`src/hw/rtl/hees_pkg.sv`:
```
// Shared types and constants for the explicit 1D heat equation solver.
// No dependencies; used by every module of the block.
package hees_pkg;

  // Default row length and the depth of the queue between the front and back ends
  localparam int DEF_MAX_POINTS = 64;
  localparam int QUEUE_DEPTH    = 4;

  localparam int DATA_W  = 32;
  localparam int RATIO_W = 16;
  localparam int STEPS_W = 16;
  localparam int CFG_IDX_W  = 8;
  localparam int CFG_DATA_W = 32;

  // Register indexes on the configuration port
  localparam logic [CFG_IDX_W-1:0] REG_DIFFUSION_RATIO = 8'd0;
  localparam logic [CFG_IDX_W-1:0] REG_LEFT_BOUNDARY   = 8'd1;
  localparam logic [CFG_IDX_W-1:0] REG_RIGHT_BOUNDARY  = 8'd2;
  localparam logic [CFG_IDX_W-1:0] REG_STEP_COUNT      = 8'd3;

  // Reset values
  localparam logic [RATIO_W-1:0]       RST_RATIO = 16'd6554;
  localparam logic signed [DATA_W-1:0] RST_LEFT  = 32'sd0;
  localparam logic signed [DATA_W-1:0] RST_RIGHT = 32'sd0;
  localparam logic [STEPS_W-1:0]       RST_STEPS = 16'd100;

  typedef struct packed {
    logic [RATIO_W-1:0]       diffusion_ratio;
    logic signed [DATA_W-1:0] left_boundary;
    logic signed [DATA_W-1:0] right_boundary;
    logic [STEPS_W-1:0]       step_count;
  } cfg_t;

  // One classified request from the front end
  typedef struct packed {
    logic signed [DATA_W-1:0] temp;
    logic                     keep;   // point fits in the row store
    logic                     final_pt;
  } req_t;

endpackage

```
`src/hw/rtl/hees_queue.sv`:
```
// Small FIFO of classified requests between the front and back ends.
// Depends on hees_pkg for its default depth.
module hees_queue #(
  parameter int W     = 8,
  parameter int DEPTH = hees_pkg::QUEUE_DEPTH
) (
  input  logic         clk,
  input  logic         rst,
  input  logic         push,
  input  logic [W-1:0] push_data,
  input  logic         pop,
  output logic [W-1:0] pop_data,
  output logic         full,
  output logic         not_empty
);
  localparam int PW = $clog2(DEPTH);
  localparam int CW = $clog2(DEPTH+1);

  logic [W-1:0]  mem [DEPTH];
  logic [PW-1:0] wr_ptr, rd_ptr;
  logic [CW-1:0] fill;

  assign full      = fill == CW'(DEPTH);
  assign not_empty = fill != '0;
  assign pop_data  = mem[rd_ptr];

  always_ff @(posedge clk) begin
    if (push) mem[wr_ptr] <= push_data;
  end

  always_ff @(posedge clk) begin
    if (rst) begin
      wr_ptr <= '0;
      rd_ptr <= '0;
      fill   <= '0;
    end else begin
      if (push) wr_ptr <= (wr_ptr == PW'(DEPTH-1)) ? '0 : wr_ptr + PW'(1);
      if (pop)  rd_ptr <= (rd_ptr == PW'(DEPTH-1)) ? '0 : rd_ptr + PW'(1);
      case ({push, pop})
        2'b10:   fill <= fill + CW'(1);
        2'b01:   fill <= fill - CW'(1);
        default: fill <= fill;
      endcase
    end
  end
endmodule

```
`config.mk`:
```
export PLATFORM = sky130hd
export DESIGN_NAME = hees_queue
export DESIGN_NICKNAME = d
export VERILOG_FILES = /design/src/hw/rtl/hees_pkg.sv /design/src/hw/rtl/hees_queue.sv
export SDC_FILE = /design/constraint.sdc
export NUM_CORES = 1
export LEC_CHECK = 0
export BUFFER_PORTS_ARGS = -buffer_cell sky130_fd_sc_hd__clkbuf_2
export CAP_MARGIN = 20
export CORE_MARGIN = 5
export CORE_UTILIZATION = 53
export CTS_BUF_LIST = sky130_fd_sc_hd__clkbuf_8
export DETAILED_ROUTE_END_ITERATION = 7
export PLACE_DENSITY = 0.77
export SYNTH_ARGS = -nofsm -noshare
export SYNTH_HDL_FRONTEND = slang
export SYNTH_SLANG_ARGS = --single-unit
```
`constraint.sdc`:
```
create_clock -name clk -period 1.35 [get_ports clk]
set_input_delay 0.135 -clock clk [delete_from_list [all_inputs] [get_ports clk]]
set_output_delay 0.135 -clock clk [all_outputs]
set_load 0.02 [all_outputs]
```
# --- After elaboration in Yosys (flattened, before gate mapping) ---
# Memory sizes are Yosys's and may differ from the RTL's. A register that Yosys moved wholly into a read port is not among the register bits.
# Cells that the tools add are included.
word_totals:
  memories: 1
  register_bits: 7
  input_bits: 12
  output_inout_bits: 10
  elab_cells: 22
  mem_bits_rw: 32
mem_list:
  columns: ["memory", "depth", "word_bits", "rd", "rd_clocked_by_memory_dff", "write_ports", "line", "source"]
  rows:
  - ["mem", 4, 8, 1, 1, 1, "hees_queue.sv:19", "logic [W-1:0] mem [DEPTH];"]
classes:
  n_reduce_logical: 2
  add_sub_neg: 4
  muxes: 7
  eq_ne: 5
ops:
  columns: ["cell", "n"]
  rows:
  - ["$mux 2", 4]
  - ["$eq 2x2->1 const B", 3]
  - ["$pmux 3 s2", 1]
  - ["$add 2x1->2 const B", 2]
  - ["$add 3x1->3 const B", 1]
  - ["$eq 3x3->1 const B", 1]
  - ["$reduce_bool 3->1", 1]
  - ["$sub 3x1->3 const B", 1]
  - ["$eq 2x1->1 const B", 1]
  - ["$mux 1", 2]
  - ["$reduce_bool 2->1", 1]

# --- Longest topological paths before layout ---
# Gate-level depths: netlist of the first run.
logic_depth:
  depth_word: 4
  mapped_depth: 6
  ltp_nobuf: 6

# --- Worst setup path after synthesis of the first run ---
# Ideal clock, no wire load.
synth_timing:
  path_kind: "input to register"
  start: "in push"
  end: "reg fill[2]"
  path_slack_ns: -0.028
  stages: 6
  arrival_time_ns: 1.308
  setup_ns: 0.070
  n_path_buf: 0
  required_ns: 1.280
  cell_sequence: "inv_1 ha_1 fa_1 xnor2_1 or3_1 a21oi_1"
synth_via:
  elab_chain_cells: 2
  word_cells_on_any_way: 4
  cone_classes: "2 x eq/ne; 1 x mux; 1 x reduce/logical"
synth_rtl:
  columns: ["element", "line", "source"]
  rows:
  - ["start, declared", "hees_queue.sv:9", "input logic push,"]
  - ["$eq 2x1->1 / $eq 2x2->1 (equally long branches)", "hees_queue.sv:39", "case ({push, pop})"]
  - ["$pmux 3 s2 / $reduce_bool 2->1 (equally long branches)", null, null]
  - ["end signal, assigned", "hees_queue.sv:40", "2'b10: fill <= fill + CW'(1);"]
  - ["end signal, assigned", "hees_queue.sv:41", "2'b01: fill <= fill - CW'(1);"]
  - ["end signal, assigned", "hees_queue.sv:42", "default: fill <= fill;"]
  - ["end, declared", "hees_queue.sv:21", "logic [CW-1:0] fill;"]
# Several ways; a longest one is shown, not always the timed one.
# A chain may end at the register's enable or synchronous reset.

==> results of run 1 <==
[layout by cell type, fill, tap and decap left out, drive strengths merged]
master / instances
edfxtp: 32
buf: 22
clkbuf: 17
dfxtp: 9
mux4: 8
nor2: 6
ha: 6
inv: 5
and2: 4
mux2i: 3
nor3b: 3
a21oi: 3
or3: 2
xor2: 1
xnor2: 1
o21ai: 1
fa: 1
bufinv: 1
[worst max-delay path, cell delays in order (launching register included)]
cell and delay, ps:
dfxtp_2 350, buf_12 140, mux4_2 510, buf_6 150
[registers in the layout, indices dropped and copies added, names as in the netlist, named ones only]
name,count
wr_ptr,2
fill,3
rd_ptr,2
mem,32
[worst paths after layout]
kind	to	slack [ps]	depth (start not counted)
worst min-delay path	mem[2][4]	70	1
worst max-delay path	pop_data[0]	-220	3
worst min register to register	register	540	2
worst max register to register	fill[2]	-30	4
[kinds of logic after synthesis]
logic type / share of synthesized area [%]
AOI/OAI and AO/OA: 1.25
xor gates and xnor gates: 1.10
adders and majority gates: 5.95
buffers and inverters: 1.96
DFF: 71.4
muxes: 13.2
and+or+nand+nor: 5.17
[final cells by class]
type | count | area, um2
inverters | 4 | 15.0
well taps | 33 | 41.3
fillers | 201 | 888
clock buffers | 6 | 82.6
repair buffers | 33 | 328
clock inverters | 2 | 33.8
multi-input cells | 39 | 442
flip-flops and latches | 41 | 1150
[power by group through the flow]
stage	Sequential, mW	Combinational [mW]	Clock (mW)
2_1_floorplan	1.48	0.217	0
3_3_place_gp	1.48	0.354	0
3_5_place_dp	1.49	0.365	0
4_1_cts	1.46	0.410	0.998
5_1_grt	1.47	0.494	1.07
6_report	1.46	0.461	0.975
[metal layers]
layer	vias up	global-route usage, %	share of wire (%)
li1	403	-	-
met5	-	0	0
met4	0	7.12	1.7
met1	392	14.5	37
met2	20	24.3	55
met3	4	5.37	6.1
[through the flow]
step | cells | area [um2] | total power [mW] | TNS [ps] | worst slack, ps
after detailed placement | 148 | 1870 | 1.85 | -159 | -159
after floorplan | 86 | 1600 | 1.70 | 0 | 13.6
after global routing | 158 | 2090 | 3.03 | -2260 | -274
after CTS | 158 | 2030 | 2.87 | -1900 | -248
after global placement | 148 | 1870 | 1.84 | -89.3 | -89.3
final | 158 | 2090 | 2.90 | -1690 | -215
[timing repair]
| item | in CTS | in global routing |
|---|---|---|
| pin swaps | 3 | 1 |
| gates resized for setup | 11 | 27 |
| setup endpoints to repair | 10 | 11 |
| setup buffers | 2 | 0 |
==> flow_summary.yaml, run 1 <==
floorplan:
  boundaryPins: 22
  row_count: 20
  dieWidth_um: 64.9
  start_util_pct: 53.7
  core_area_mm2: 0.00298
  die_y_um: 64.9
  die-area_mm2: 0.00421
yosys:
  syn_nets: 105
  synth_common_cells: "32 x edfxtp_1, 9 x dfxtp_1, 8 x mux4_2"
  seq_area_frac_synth_pct: 71.4
  synth-edff-count: 32
  synthTopCellsByArea: "edfxtp_1 60%, dfxtp_1 11%, mux4_2 11%"
  synthArstFlopShare_pct: 0
  yosysTopAreaCellShare_pct: 60.1
  ys_types: 17
  synthFlopType: "edfxtp_1"
  ys_ff_latch: 41
  yosysMostFrequentCell: "edfxtp_1"
  yosys.area.top_type: "edfxtp_1"
  netlist_instances: 86
  syn_area_mm2: 0.00160
  synth.avg_cell_area_um2: 18.6
  ys_warn_count: 0
power:
  p_int_mw: 2.28
  peakVddDrop_uv: 822
  p_sw_mw: 0.619
  pwr_density_cell_mw_per_mm2: 1390
  p_leak_nw: 0.799
  p_clk_share_pct: 33.6
  power_frac_comb_pct: 15.9
  seq_power_share_pct: 50.5
  swShare_pct: 21.3
timing:
  setup_viol_count_final: 9
  slew_violations: 0
  setup_slack_ps: -215
  holdWs_ps: 65.6
  fin_crit_ps: 1570
  worst_slew_pin_slew_ps: 212
  max_freq_mhz: 639
  rsz0062_at_grt: "yes"
  finalHoldViolCount: 0
  fin_crit_sh_pct: 116
  max_slew_margin_pct: 85.7
  finClkSkew_ps: 6.90
route:
  drc_errors: 0
  postRouteAntennaNets: 0
  vias: 819
  wl_per_cell_um: 15.6
  vias_per_cell: 5.18
  wirelength_mm: 2.47
  drt_iter0_drc: 38
  drt_pass1_iterations: 3
worst_hold_path:
  holdCritPathClass: "in -> reg"
  hold_path.startpoint: "push_data[4]"
flow_run:
  cap_violations: 0
status:
  violations: "negative setup slack"
  status: "finished, violations left"
final_layout:
  postLayoutCoreUtil_pct: 70.2
  layout.nets: 143
  antenna_cells: 0
  drive_gt1_share_pct: 44.0
  syn2layout_area_growth_pct: 30.8
worst_setup_path:
  arrival_ps: 1430
  reg2reg_from: "fill[1]"
  required_ps: 1220
  crit_type: "reg -> out"
  critPathLaunchType: "register"
  worst_setup_path_end_kind: "primary output"
  crit_fanout: 8
clock_tree:
  worstSkewPairLatency_ps: 280
  hold_buffers: 0
  clock_sinks: 41
  clk_pin_slew_ps: 70
  ctsHtreeMaxLevel: 2
  clockBufferDepth: 2
  cts_tree: "yes"
  cts_buffers: 5
  cts-root-buf: "clkbuf_8"
global_routing:
  grt_max_degree: 13
  grt_pass1_vias: 929
  track_usage_pct: 13.9
  grt_pass1_wl_mm: 4.22
  gr-total-overflow: 0
  antenna_found_initial: 0
placed_design:
  hpwlAfterDp_mm: 1.74
  gp_congestion: 0.706
  port_buffers: 21
Note: power is estimated with default switching activity, not from simulation.
==> inputs of run 2 (changes only) <==
CELL_PAD_IN_SITES_DETAIL_PLACEMENT = 0   (was unset)
CELL_PAD_IN_SITES_GLOBAL_PLACEMENT = 1   (was unset)
CORE_MARGIN = unset   (was 5)
CORE_UTILIZATION = 45   (was 53)
PLACE_DENSITY = unset   (was 0.77)
PLACE_DENSITY_LB_ADDON = 0.1   (was unset)
==> run 2 against run 1 <==
Net effect:
- the run still ends with negative setup slack left
- clock-buffer cell count unchanged
- fmax down 1.3%
- clock skew about the same
- critical endpoint is now pop_data[7]
==> flow_summary.yaml, run 2 (synthesized netlist as in run 1, its figures left out) <==
worst_setup_path:
  arrival_ps: 1450
  worstRegToRegCells: 4
  crit_fanout: 8
  crit_slowest_cell: "mux4_2"
  worst_setup_path_end_kind: "primary output"
  r2r_setup_slack_ps: -10
  required_ps: 1220
  critical_path.cell_chain: "buf_12 -> mux4_2 -> buf_8"
  critPathLaunchType: "register"
  r2r_end: "fill[2]"
  reg2reg_from: "fill[1]"
  crit_type: "reg -> out"
  crit_path_max_incr_delay_ps: 530
floorplan:
  die_y_um: 61.6
  dieWidth_um: 61.6
  die-area_mm2: 0.00379
  start_util_pct: 47.5
  boundaryPins: 22
  row_count: 21
  core_area_mm2: 0.00336
route:
  wl_per_cell_um: 13.9
  vias_per_cell: 4.82
  drt_pass1_iterations: 3
  drc_errors: 0
  drt_iter0_drc: 31
  vias: 819
  postRouteAntennaNets: 0
  wirelength_mm: 2.36
final_layout:
  largest_reg_flops: 32
  largestRegisters: "mem x32, fill x3"
  regMostFlops: "mem"
  syn2layout_area_growth_pct: 30.2
  antenna_cells: 0
  fill_cells: 280
  final_area_mm2: 0.00208
  layout.nets: 142
  drive_gt1_share_pct: 42.7
  regArea_mm2: 0.00115
  postLayoutCoreUtil_pct: 61.9
  multiInputGateArea_um2: 437
  layout.cells.most_common: "edfxtp_1"
  final_cell_mix: "32 x edfxtp_1, 12 x clkbuf_2, 8 x mux4_2, 8 x buf_6"
timing:
  finalHoldViolCount: 0
  holdWs_ps: 66.1
  setup_slack_ps: -237
  worst_slew_pin_slew_ps: 204
  fin_crit_ps: 1590
  max_freq_mhz: 630
  rsz0062_at_grt: "yes"
  setup_viol_count_final: 9
  fin_crit_sh_pct: 118
  max_slew_margin_pct: 86.2
  slew_violations: 0
  finClkSkew_ps: 7.10
  fin_tns_setup_ps: -1670
worst_hold_path:
  holdCritPathClass: "in -> reg"
  hold_path.startpoint: "push_data[6]"
  hold_depth: 1
  worstHoldEndpoint: "mem[2][6]"
global_routing:
  grt_pass1_vias: 785
  gr-total-overflow: 0
  grt_pass1_wl_mm: 3.56
  grt_max_degree: 14
  antenna_found_initial: 0
  track_usage_pct: 14.5
clock_tree:
  clk_pin_slew_ps: 80
  clock_sinks: 41
  cts-root-buf: "clkbuf_8"
  cts_buffers: 5
  hold_buffers: 0
  cts_tree: "yes"
  clockBufferDepth: 2
  ctsHtreeMaxLevel: 2
  worstSkewPairLatency_ps: 290
power:
  totalPowerFinal_mw: 2.71
  p_leak_nw: 0.779
  peakVddDrop_uv: 652
  pwr_density_cell_mw_per_mm2: 1300
placed_design:
  port_buffers: 21
  hpwlAfterDp_mm: 1.66
  gp_congestion: 0.628
  dpl_cell_area_mm2: 0.00190
status:
  status: "finished, violations left"
  violations: "negative setup slack"
flow_run:
  cap_violations: 0
==> run 2: how the worst max path moves through the flow <==
stage | from | to | slack, ps
global route | register | pop_data[7] | -270
CTS | register | pop_data[7] | -240
global placement | push | fill[2] | -100
finish | register | pop_data[7] | -240
floorplan | push | fill[2] | 10
detailed placement | push | fill[2] | -130
==> run 2: area by class of cell <==
cell class	instances	share of cell area, %
clock buffers	6	3.97
clock inverters	2	0.541
inverters	4	0.722
multi-input cells	39	21.0
flip-flops and latches	41	55.1
well taps	46	2.77
repair buffers	32	15.9
==> run 2: timing repair <==
| action | 4_1_cts | 5_1_grt |
|---|---|---|
| resized for setup | 8 | 26 |
| setup endpoints to repair | 10 | 10 |
| pin swaps | 3 | 0 |
| buffers inserted | 1 | 0 |
==> run 2: power breakdown <==
| part | leakage [nW] | total [mW] | switching, mW | internal, mW |
|---|---|---|---|---|
| clock network | 0.0486 | 0.796 | 0.389 | 0.407 |
| registers | 0.369 | 1.46 | 0.0336 | 1.43 |
| logic | 0.361 | 0.450 | 0.197 | 0.253 |
| total | 0.779 | 2.71 | 0.619 | 2.09 |
==> run 2: per-layer routing <==
metal  share of wire, %  routed length [um]  track usage, %  vias to the layer above
met1                 38                 905            15.4                      395
met5                  0                   0               0                        -
met3                4.1                  96            5.04                        6
li1                   -                   -               -                      399
met2                 56                1310            25.7                       19
met4                2.0                  48            6.67                        0
==> run 2: worst max-delay path: cells and delay by family (launching register included) <==
family / cells / cell delay (ps)
buffers and inverters: 2 / 280
DFF: 1 / 340
muxes: 1 / 530
==> run 2: per-stage QoR <==
stage | instances | worst slack [ps]
final | 170 | -237
after floorplan | 86 | 13.6
after detailed placement | 161 | -130
after global placement | 161 | -96.4
after CTS | 170 | -243
after global routing | 170 | -269
