## src/hw/rtl/hees_pkg.sv

```systemverilog
// Shared types and constants for the explicit 1D heat equation solver.
// No dependencies; used by every module of the block.
package hees_pkg;

  // Default row length and the depth of the queue between the front and back ends
  localparam int DEF_MAX_POINTS = 64;
  localparam int QUEUE_DEPTH    = 4;

  localparam int DATA_W  = 32;
  localparam int RATIO_W = 16;
  localparam int STEPS_W = 16;
  localparam int CFG_IDX_W  = 8;
  localparam int CFG_DATA_W = 32;

  // Register indexes on the configuration port
  localparam logic [CFG_IDX_W-1:0] REG_DIFFUSION_RATIO = 8'd0;
  localparam logic [CFG_IDX_W-1:0] REG_LEFT_BOUNDARY   = 8'd1;
  localparam logic [CFG_IDX_W-1:0] REG_RIGHT_BOUNDARY  = 8'd2;
  localparam logic [CFG_IDX_W-1:0] REG_STEP_COUNT      = 8'd3;

  // Reset values
  localparam logic [RATIO_W-1:0]       RST_RATIO = 16'd6554;
  localparam logic signed [DATA_W-1:0] RST_LEFT  = 32'sd0;
  localparam logic signed [DATA_W-1:0] RST_RIGHT = 32'sd0;
  localparam logic [STEPS_W-1:0]       RST_STEPS = 16'd100;

  typedef struct packed {
    logic [RATIO_W-1:0]       diffusion_ratio;
    logic signed [DATA_W-1:0] left_boundary;
    logic signed [DATA_W-1:0] right_boundary;
    logic [STEPS_W-1:0]       step_count;
  } cfg_t;

  // One classified request from the front end
  typedef struct packed {
    logic signed [DATA_W-1:0] temp;
    logic                     keep;   // point fits in the row store
    logic                     final_pt;
  } req_t;

endpackage

```

## src/hw/rtl/hees_front.sv

```systemverilog
// Front end: accepts input requests, tracks the row fill and classifies each point.
// Depends on hees_pkg.
module hees_front #(
  parameter int MAX_POINTS = hees_pkg::DEF_MAX_POINTS
) (
  input  logic                                clk,
  input  logic                                rst,
  input  logic                                in_valid,
  output logic                                in_ready,
  input  logic signed [hees_pkg::DATA_W-1:0]  start_temp,
  input  logic                                final_point,
  input  logic                                q_full,
  output logic                                q_push,
  output hees_pkg::req_t                      q_req,
  output logic [$clog2(MAX_POINTS)-1:0]       q_addr,
  output logic [$clog2(MAX_POINTS+1)-1:0]     q_npts
);
  localparam int AW = $clog2(MAX_POINTS);
  localparam int CW = $clog2(MAX_POINTS+1);

  logic [CW-1:0] cnt, cnt_next;
  logic          keep;

  assign in_ready = !q_full;
  assign q_push   = in_valid && !q_full;
  assign keep     = cnt < CW'(MAX_POINTS);

  assign q_req.temp     = start_temp;
  assign q_req.keep     = keep;
  assign q_req.final_pt = final_point;
  assign q_addr         = cnt[AW-1:0];
  assign q_npts         = keep ? cnt + CW'(1) : cnt;

  always_comb begin
    cnt_next = cnt;
    if (q_push) begin
      if (final_point) cnt_next = '0;
      else             cnt_next = q_npts;
    end
  end

  always_ff @(posedge clk) begin
    if (rst) begin
      cnt <= '0;
    end else begin
      cnt <= cnt_next;
    end
  end
endmodule

```

## config.mk

```make
export PLATFORM = sky130hd
export DESIGN_NAME = hees_front
export DESIGN_NICKNAME = d
export VERILOG_FILES = /design/src/hw/rtl/hees_pkg.sv /design/src/hw/rtl/hees_front.sv
export SDC_FILE = /design/constraint.sdc
export NUM_CORES = 1
export LEC_CHECK = 0
export ABC_AREA = 1
export BUFFER_PORTS_ARGS = -buffer_cell sky130_fd_sc_hd__buf_2
export CAP_MARGIN = 20
export CORE_AREA = 8 8 57 59
export CTS_BUF_LIST = sky130_fd_sc_hd__clkbuf_8
export DETAILED_ROUTE_END_ITERATION = 10
export DIE_AREA = 0 0 65 67
export GPL_TIMING_DRIVEN = 0
export PLACE_DENSITY_LB_ADDON = 0.12
export SLEW_MARGIN = 10
export SYNTH_ARGS = -nofsm -noshare
export SYNTH_HDL_FRONTEND = slang
export SYNTH_SLANG_ARGS = --single-unit
```

## constraint.sdc

```tcl
create_clock -name clk -period 1.2 [get_ports clk]
set_input_delay 0.12 -clock clk [delete_from_list [all_inputs] [get_ports clk]]
set_output_delay 0.12 -clock clk [all_outputs]
set_load 0.05 [all_outputs]
```

# --- Yosys cells after proc, flatten, opt, wreduce, memory -nomap -nowiden ---
# Cells that the tools add are included.
op_classes:
  n_addsub: 1
  n_lt_le_gt_ge: 1
  n_reduce_logical: 2
  muxes: 2
ops:
  columns: ["op", "count"]
  rows:
  - ["$mux 7", 2]
  - ["$add 7x1->7 const B", 1]
  - ["$lt 7x7->1 const B", 1]
  - ["$logic_and 1x1->1", 1]
  - ["$logic_not 1->1", 1]
totals:
  reg_bits: 7
  output_inout_bits: 49
  word_cells: 7

# --- Depth between registers and ports, before layout ---
# Gate-level depths: netlist (run 1).
logic_depth:
  ltp_word: 3
  mapped_depth: 7
  ltp_nobuf: 6

# --- Worst setup path before layout (run 1) ---
# OpenSTA, ideal clock, no wires.
synth_path:
  kind: "register to register"
  startpoint: "register cnt[6]"
  endpoint: "register cnt[0]"
  path_stages_with_launch: 5
  arrival_ns: 1.524
  t_required_ns: 1.130
  path_slack_ns: -0.393
  path_buffers: 1
  cell_sequence: "dfxtp_1 > buf_6 > xnor2_1 > nand2_1 > a21oi_1"
synth_via:
  elab_chain_len: 3
synth_rtl:
  columns: ["item", "line", "source"]
  rows:
  - ["from (decl)", "hees_front.sv:21", "logic [CW-1:0] cnt, cnt_next;"]
  - ["from (signal assigned)", "hees_front.sv:46", "cnt <= cnt_next;"]
  - ["$lt 7x7->1", "hees_front.sv:26", "assign keep = cnt < CW'(MAX_POINTS);"]
  - ["$mux 7", "hees_front.sv:32", "assign q_npts = keep ? cnt + CW'(1) : cnt;"]
  - ["named net q_npts[0]", "hees_front.sv:16", "output logic [$clog2(MAX_POINTS+1)-1:0] q_npts"]
  - ["$mux 7", "hees_front.sv:37", "if (final_point) cnt_next = '0;"]
# The timed path passes the listed nets, and every way through them passes these cells.
# A chain may end at the register's enable or synchronous reset.

# --- Worst setup path in the final report (run 1) ---
layout_path:
  startpoint: "register cnt[6]"
  endpoint: "output q_npts[5]"
layout_via:
  elab_chain_len: 2
layout_rtl:
  columns: ["item", "line", "source"]
  rows:
  - ["$lt 7x7->1", "hees_front.sv:26", null]
  - ["named net keep", "hees_front.sv:22", "logic keep;"]
  - ["$mux 7", "hees_front.sv:32", null]
  - ["to (decl)", "hees_front.sv:16", null]
# The timed path passes the listed nets, and every way through them passes these cells.

==> run metrics, run 1 <==
outcome=complete, but fails checks; failing checks=negative setup slack; core area=~2400 um2; max reg flops=7; ys async rst share=0%; clk root buf=clkbuf_8; commonest register cell after synthesis=dfxtp_1; Remaining DRCs=0; sequential share of the synthesized area=a little under a fifth; synth unique cells=23; Clock transition at path regs=about 0.040 ns; Final nets=about 210; hold_sp=rst; Mean Syn Cell Area=about 7.3 um2; Starting Density=around a third; Worst Path Class, Setup=reg2out; busiest grt layer=met2; worst slew pin tran=0.260 ns; Max Freq=approximately 700 MHz; top cells by area, synth=buf_4 (40%), dfxtp_1 (19%), nand2_1 (9.4%); DIE AREA=about 4400 um2; top flop regs=cnt x7; Synth warnings=0; CP Capture Type=output port; vias per cell=between 4 and 5; First-pass DRT Iterations=5; Leak=between 0.7 and 0.8 nW; R2R depth=7; Most flops, register=cnt; RePlAce Congestion=slightly above 0.8; Min-Delay Path Class=in2reg; synthesized area=between 700 and 800 um2; Inst Count DP=around 190; PwrDens=between 700 and 800 nW/um2; Die Ht=~67 um; crit path time final=1.42 ns; vias in the first global route=a little over 900; die width=approximately 65 um; num ports=86; synthesized flop and latch total=7; htree depth=1; Relative slew margins=about 83%; Synth top area share=39.7%; Remaining Overflow, GRT=0; Core Rows=18; Post-Syn Nets=~140; met1 Use GR=between 9 and 10%; cts hold-fix bufs=0; clock sink total=7; ANT nets after route=0; Max Slew Vio Count=0; worst vdd ir=0.000541 V; DP Worst Slack=-0.104 ns; Max clock buf depth=2; R2R Path Start=cnt[1]; initial antenna violation count=0; CTS tree=done; RSZ-0062 raised after global routing=yes; Crit Path Max Fanout=5; hold slack=0.148 ns; met2 Use GR=22.0%; Clock Latency Late Sink=0.23 ns; dominant cell type by area after synthesis=buf_4; largest net degree at the start of global routing=11; FF-to-FF End=cnt[2]; share of layout cells above drive strength 1=between 80% and 90%; Num CTS Buffers=3; first-pass GRT wire length=a little under 4 mm; WHS Path Cells=2; fin crit share=118%; Syn Inst Count=103; skew final=between 0.001 and 0.0015 ns; critical path required time=~1.1 ns; I/O Buffers=between 50 and 60; Final Instance Count excl. Fillers=between 200 and 250; n_diodes=0; Post-DP HPWL=roughly 2.1 mm; critical path startpoint category=flip-flop; overall routed net length=approximately 2.6 mm; FILL cells=roughly 230; Final setup viols=10; R2R setup slack=-0.04 ns; Max-Cap Viols=0; EDFF count, synth=0; Fin Setup TNS=-1.20 ns; Hold Vio Cnt, Final=0; Hold EP=cnt[2]; First DRT Iteration DRCs=14; critical path arrival=roughly 1.3 ns; DR WL/cell=about 13 um; min setup slack post-route=-0.220 ns; GR Util All Layers=between 10% and 20%; via count=840; most frequent cells after synthesis=buf_4 (40), nand2_1 (19), inv_1 (8), dfxtp_1 (7), a21oi_1 (5); met3 usage=under 10%; Pwr Total=about 0.0010 W; most frequent cell after synthesis=buf_4; area grow syn2layout=86.6%
==> worst max-delay path by stage <==
stage | from | to | slack (ns) | depth (start not counted)
after floorplan | cnt[6] | cnt[0] | -0.05 | 4
after global placement | cnt[0] | q_npts[4] | -0.08 | 5
after detailed placement | cnt[0] | q_npts[4] | -0.10 | 5
after CTS | cnt[0] | q_npts[4] | -0.22 | 5
after global routing | cnt[6] | q_npts[5] | -0.30 | 8
final | cnt[6] | q_npts[5] | -0.22 | 8
==> area by class of cell <==
type	count	area, um2	area share (%)
sequential	7	156	11.1
multi-input combinational	46	383	27.2
inverter	9	45.0	3.19
buffer	40	304	21.6
timing repair buffer	66	439	31.1
clock buffer	3	41.3	2.93
tap	30	37.5	2.66
clock inverter	1	3.75	0.266
==> power by group <==
part           leakage [nW]  internal (W)  switching (W)  total [W]
Sequential           0.0602      0.000228     0.00000383   0.000232
Clock                0.0269      0.000221       0.000107   0.000328
Combinational         0.653      0.000144       0.000305   0.000449
Total                 0.740      0.000594       0.000416    0.00101
==> stage by stage <==
stage / util, % / cell area, um2
final: 59.6 / 1410
after detailed placement: 47.1 / 1110
after floorplan: - / 811
after CTS: 53.7 / 1270
after global placement: 47.1 / 1110
after global routing: 59.6 / 1410
==> routing by layer <==
| layer | part of all wire, % | routed length (um) | up-vias |
|---|---|---|---|
| met3 | 7.1 | 186 | 4 |
| met2 | 56 | 1460 | 46 |
| li1 | - | - | 420 |
| met1 | 35 | 902 | 370 |
| met4 | 2.1 | 56 | 0 |
| met5 | 0 | 0 | - |
==> cells by family after synthesis <==
logic type	after synthesis	synth area share, %
AO/OA/AOI/OAI	11	9.93
buffers and inverters	50	46.0
AND/OR/NAND/NOR	32	20.5
flip-flops	7	18.5
adder cells (fa/ha/maj)	1	1.66
XOR/XNOR	2	3.31
==> cell usage in the layout, fill, tap and decap left out, drive strengths merged, types with 2 or more instances in the layout <==
cell / n
buf: 106
nand2: 21
inv: 9
dfxtp: 7
a21oi: 6
nand3: 5
clkbuf: 3
o21bai: 3
nor2: 3
xnor2: 2
==> worst max-delay path, cell delays in order (launching register included) <==
cell and delay [ns]:
dfxtp_1 0.30, buf_6 0.13, inv_8 0.06, nand3_4 0.08
nor2_4 0.12, nand2_2 0.06, nand2_2 0.08, clkinvlp_4 0.08
buf_8 0.15
==> timing repair <==
action | CTS | global route
gates resized for setup | 21 | 23
setup endpoints to repair | 8 | 12
buffers inserted | 6 | 7
pin swaps | 6 | 9
Power figures use the tool's default switching activity.
==> run 2, diff against run 1 <==
--- a/config.mk
+++ b/config.mk
@@ -13,6 +13,7 @@
 export DETAILED_ROUTE_END_ITERATION = 10
 export DIE_AREA = 0 0 65 67
 export GPL_TIMING_DRIVEN = 0
+export MAX_ROUTING_LAYER = met4
 export PLACE_DENSITY_LB_ADDON = 0.12
 export SLEW_MARGIN = 10
 export SYNTH_ARGS = -nofsm -noshare
==> run 2 against run 1 <==
Compared with the run above: total power is essentially flat; maximum frequency about the same; clock power about the same; clock skew hardly changed; highest routed layer unchanged; the run still ends with negative setup slack left; worst hold slack better by 0.0013 ns; count of clock-buffer cells in the layout is the same; register-to-register slack about the same; sequential power about the same; combinational power hardly changed; via count is 0.36% lower.
==> run metrics, run 2 (synthesis gave the netlist of run 1 again) <==
R2R Path Start=cnt[1] (unchanged); most common cell after layout, fill and taps aside=buf_4 (unchanged); R2R setup slack=-0.04 ns (about the same); first-pass GRT wire length=3.85 mm (unchanged); Die Ht=67 um (unchanged); critical path arrival=1.30 ns (about the same); Most flops, register=cnt (unchanged); worst vdd ir=0.000541 V (about the same); utilization of the core after routing=59.6% (unchanged); CP Capture Type=output port (unchanged); most frequent cells in the layout=buf_4 (49), buf_2 (45), nand2_1 (13) (unchanged); Worst Path Class, Setup=reg2out (unchanged); Clock Latency Late Sink=0.23 ns (about the same); Pwr Total=0.00101 W (about the same); R2R depth=7 (unchanged); critical path startpoint category=flip-flop (unchanged); failing checks=negative setup slack (unchanged); Worst path most repeated cell=nand2_2 (unchanged); Starting Density=32.0% (unchanged); via count=837 (was 840); fin crit share=118% (about the same); RSZ-0062 raised after global routing=yes (unchanged); Final nets=211 (unchanged); Post-DP HPWL=2.07 mm (unchanged); initial antenna violation count=0 (unchanged); FF-to-FF End=cnt[2] (unchanged); vias in the first global route=918 (unchanged); Max-Cap Viols=0 (unchanged); vias per cell=4.14 (was 4.16); critical path required time=1.08 ns (about the same); switching share of total power=41.2% (about the same); CP startpoint=cnt[6] (unchanged); CTS tree=done (unchanged); min setup slack post-route=-0.219 ns (was -0.220 ns); worst slew pin tran=0.260 ns (about the same); share of layout cells above drive strength 1=80.2% (unchanged); Remaining Overflow, GRT=0 (unchanged); Hold Vio Cnt, Final=0 (unchanged); family with the most delay on the worst path=buffers and inverters (unchanged); Final Instance Count excl. Fillers=202 (unchanged); largest net degree at the start of global routing=11 (unchanged); clk root buf=clkbuf_8 (unchanged); cts hold-fix bufs=0 (unchanged); Max Freq=705 MHz (was 704 MHz); htree depth=1 (unchanged); Clock transition at path regs=0.04 ns (about the same); DR WL/cell=12.9 um (about the same); num ports=86 (unchanged); core area=2360 um2 (unchanged); internal power=0.000594 W (about the same); Clk pwr share=32.5% (about the same); Max Slew Vio Count=0 (unchanged); outcome=complete, but fails checks (unchanged); Slowest cell on crit path=dfxtp_1 (unchanged); RePlAce Congestion=0.822 (was 0.810); combinational power share=44.6% (was 44.5%); clock sink total=7 (unchanged); max reg flops=7 (unchanged); ANT nets after route=0 (unchanged); Relative slew margins=82.8% (about the same); area grow syn2layout=86.6% (unchanged); PwrDens=716 nW/um2 (about the same); Num CTS Buffers=3 (unchanged); crit path to=q_npts[5] (unchanged); sequential share of power=23.0% (about the same); skew final=0.00103 ns (was 0.00104 ns); Buffers & Inverters on Critical Path=4 (unchanged); Crit Path Max Fanout=5 (unchanged); overall routed net length=2.61 mm (about the same); Remaining DRCs=0 (unchanged); crit path time final=1.42 ns (about the same); Worst path max stage delay=0.30 ns (about the same); First DRT Iteration DRCs=16 (was 14); Core Rows=18 (unchanged); Min-Delay Path Class=in2reg (unchanged); n_diodes=0 (unchanged); I/O Buffers=53 (unchanged); stages on the worst setup path=8 (unchanged); Sw Pwr=0.000416 W (about the same); top flop regs=cnt x7 (unchanged); Max clock buf depth=2 (unchanged); Inst Count DP=186 (unchanged); Leak=0.740 nW (unchanged); GR Util All Layers=11.4% (was 11.1%); Final setup viols=10 (unchanged); DIE AREA=4360 um2 (unchanged); First-pass DRT Iterations=5 (unchanged); critical path, cell by cell=buf_6 > inv_8 > nand3_4 > nor2_4 > nand2_2 > nand2_2 > clkinvlp_4 > buf_8 (unchanged); hold slack=0.149 ns (was 0.148 ns); die width=65 um (unchanged)
[run 2: worst min path at each step]
stage               start     end  slack, ns  depth (start not counted)
floorplan             rst  cnt[0]       0.18                          1
global placement      rst  cnt[5]       0.39                          2
detailed placement    rst  cnt[5]       0.40                          2
CTS                   rst  cnt[5]       0.16                          2
global route          rst  cnt[2]       0.16                          2
finish                rst  cnt[2]       0.15                          2
[run 2: repair_timing]
item | in CTS | in global routing
setup endpoints to repair | 8 | 12
pin swaps | 6 | 9
buffers inserted | 6 | 7
gates resized for setup | 21 | 23
[run 2: final cells by class]
class / instances / area [um2]
tap: 30 / 37.5
multi-input combinational: 46 / 383
inverter: 9 / 45.0
timing repair buffer: 66 / 439
buffer: 40 / 304
clock inverter: 1 / 3.75
clock buffer: 3 / 41.3
sequential: 7 / 156
fill: 231 / 955
[run 2: stage by stage]
stage	setup slack (ns)	setup TNS [ns]	area [um2]
floorplan	-0.0544	-0.0897	811
global placement	-0.0823	-0.158	1110
detailed placement	-0.104	-0.211	1110
CTS	-0.220	-1.06	1270
global route	-0.295	-1.70	1410
finish	-0.219	-1.19	1410
[run 2: power groups by stage]
stage	clock [W]	combinational (W)	sequential [W]
after floorplan	0	0.000350	0.000240
after global placement	0	0.000425	0.000240
after detailed placement	0	0.000429	0.000241
after CTS	0.000337	0.000445	0.000233
after global routing	0.000349	0.000468	0.000232
final	0.000328	0.000450	0.000232
[run 2: metal layers]
layer  track usage (%)  wire [um]  vias up
li1                  -          -      420
met1              10.6        956      367
met2              22.0       1460       46
met3              2.01        130        4
met4              5.72         57        0
met5                 -          0        -
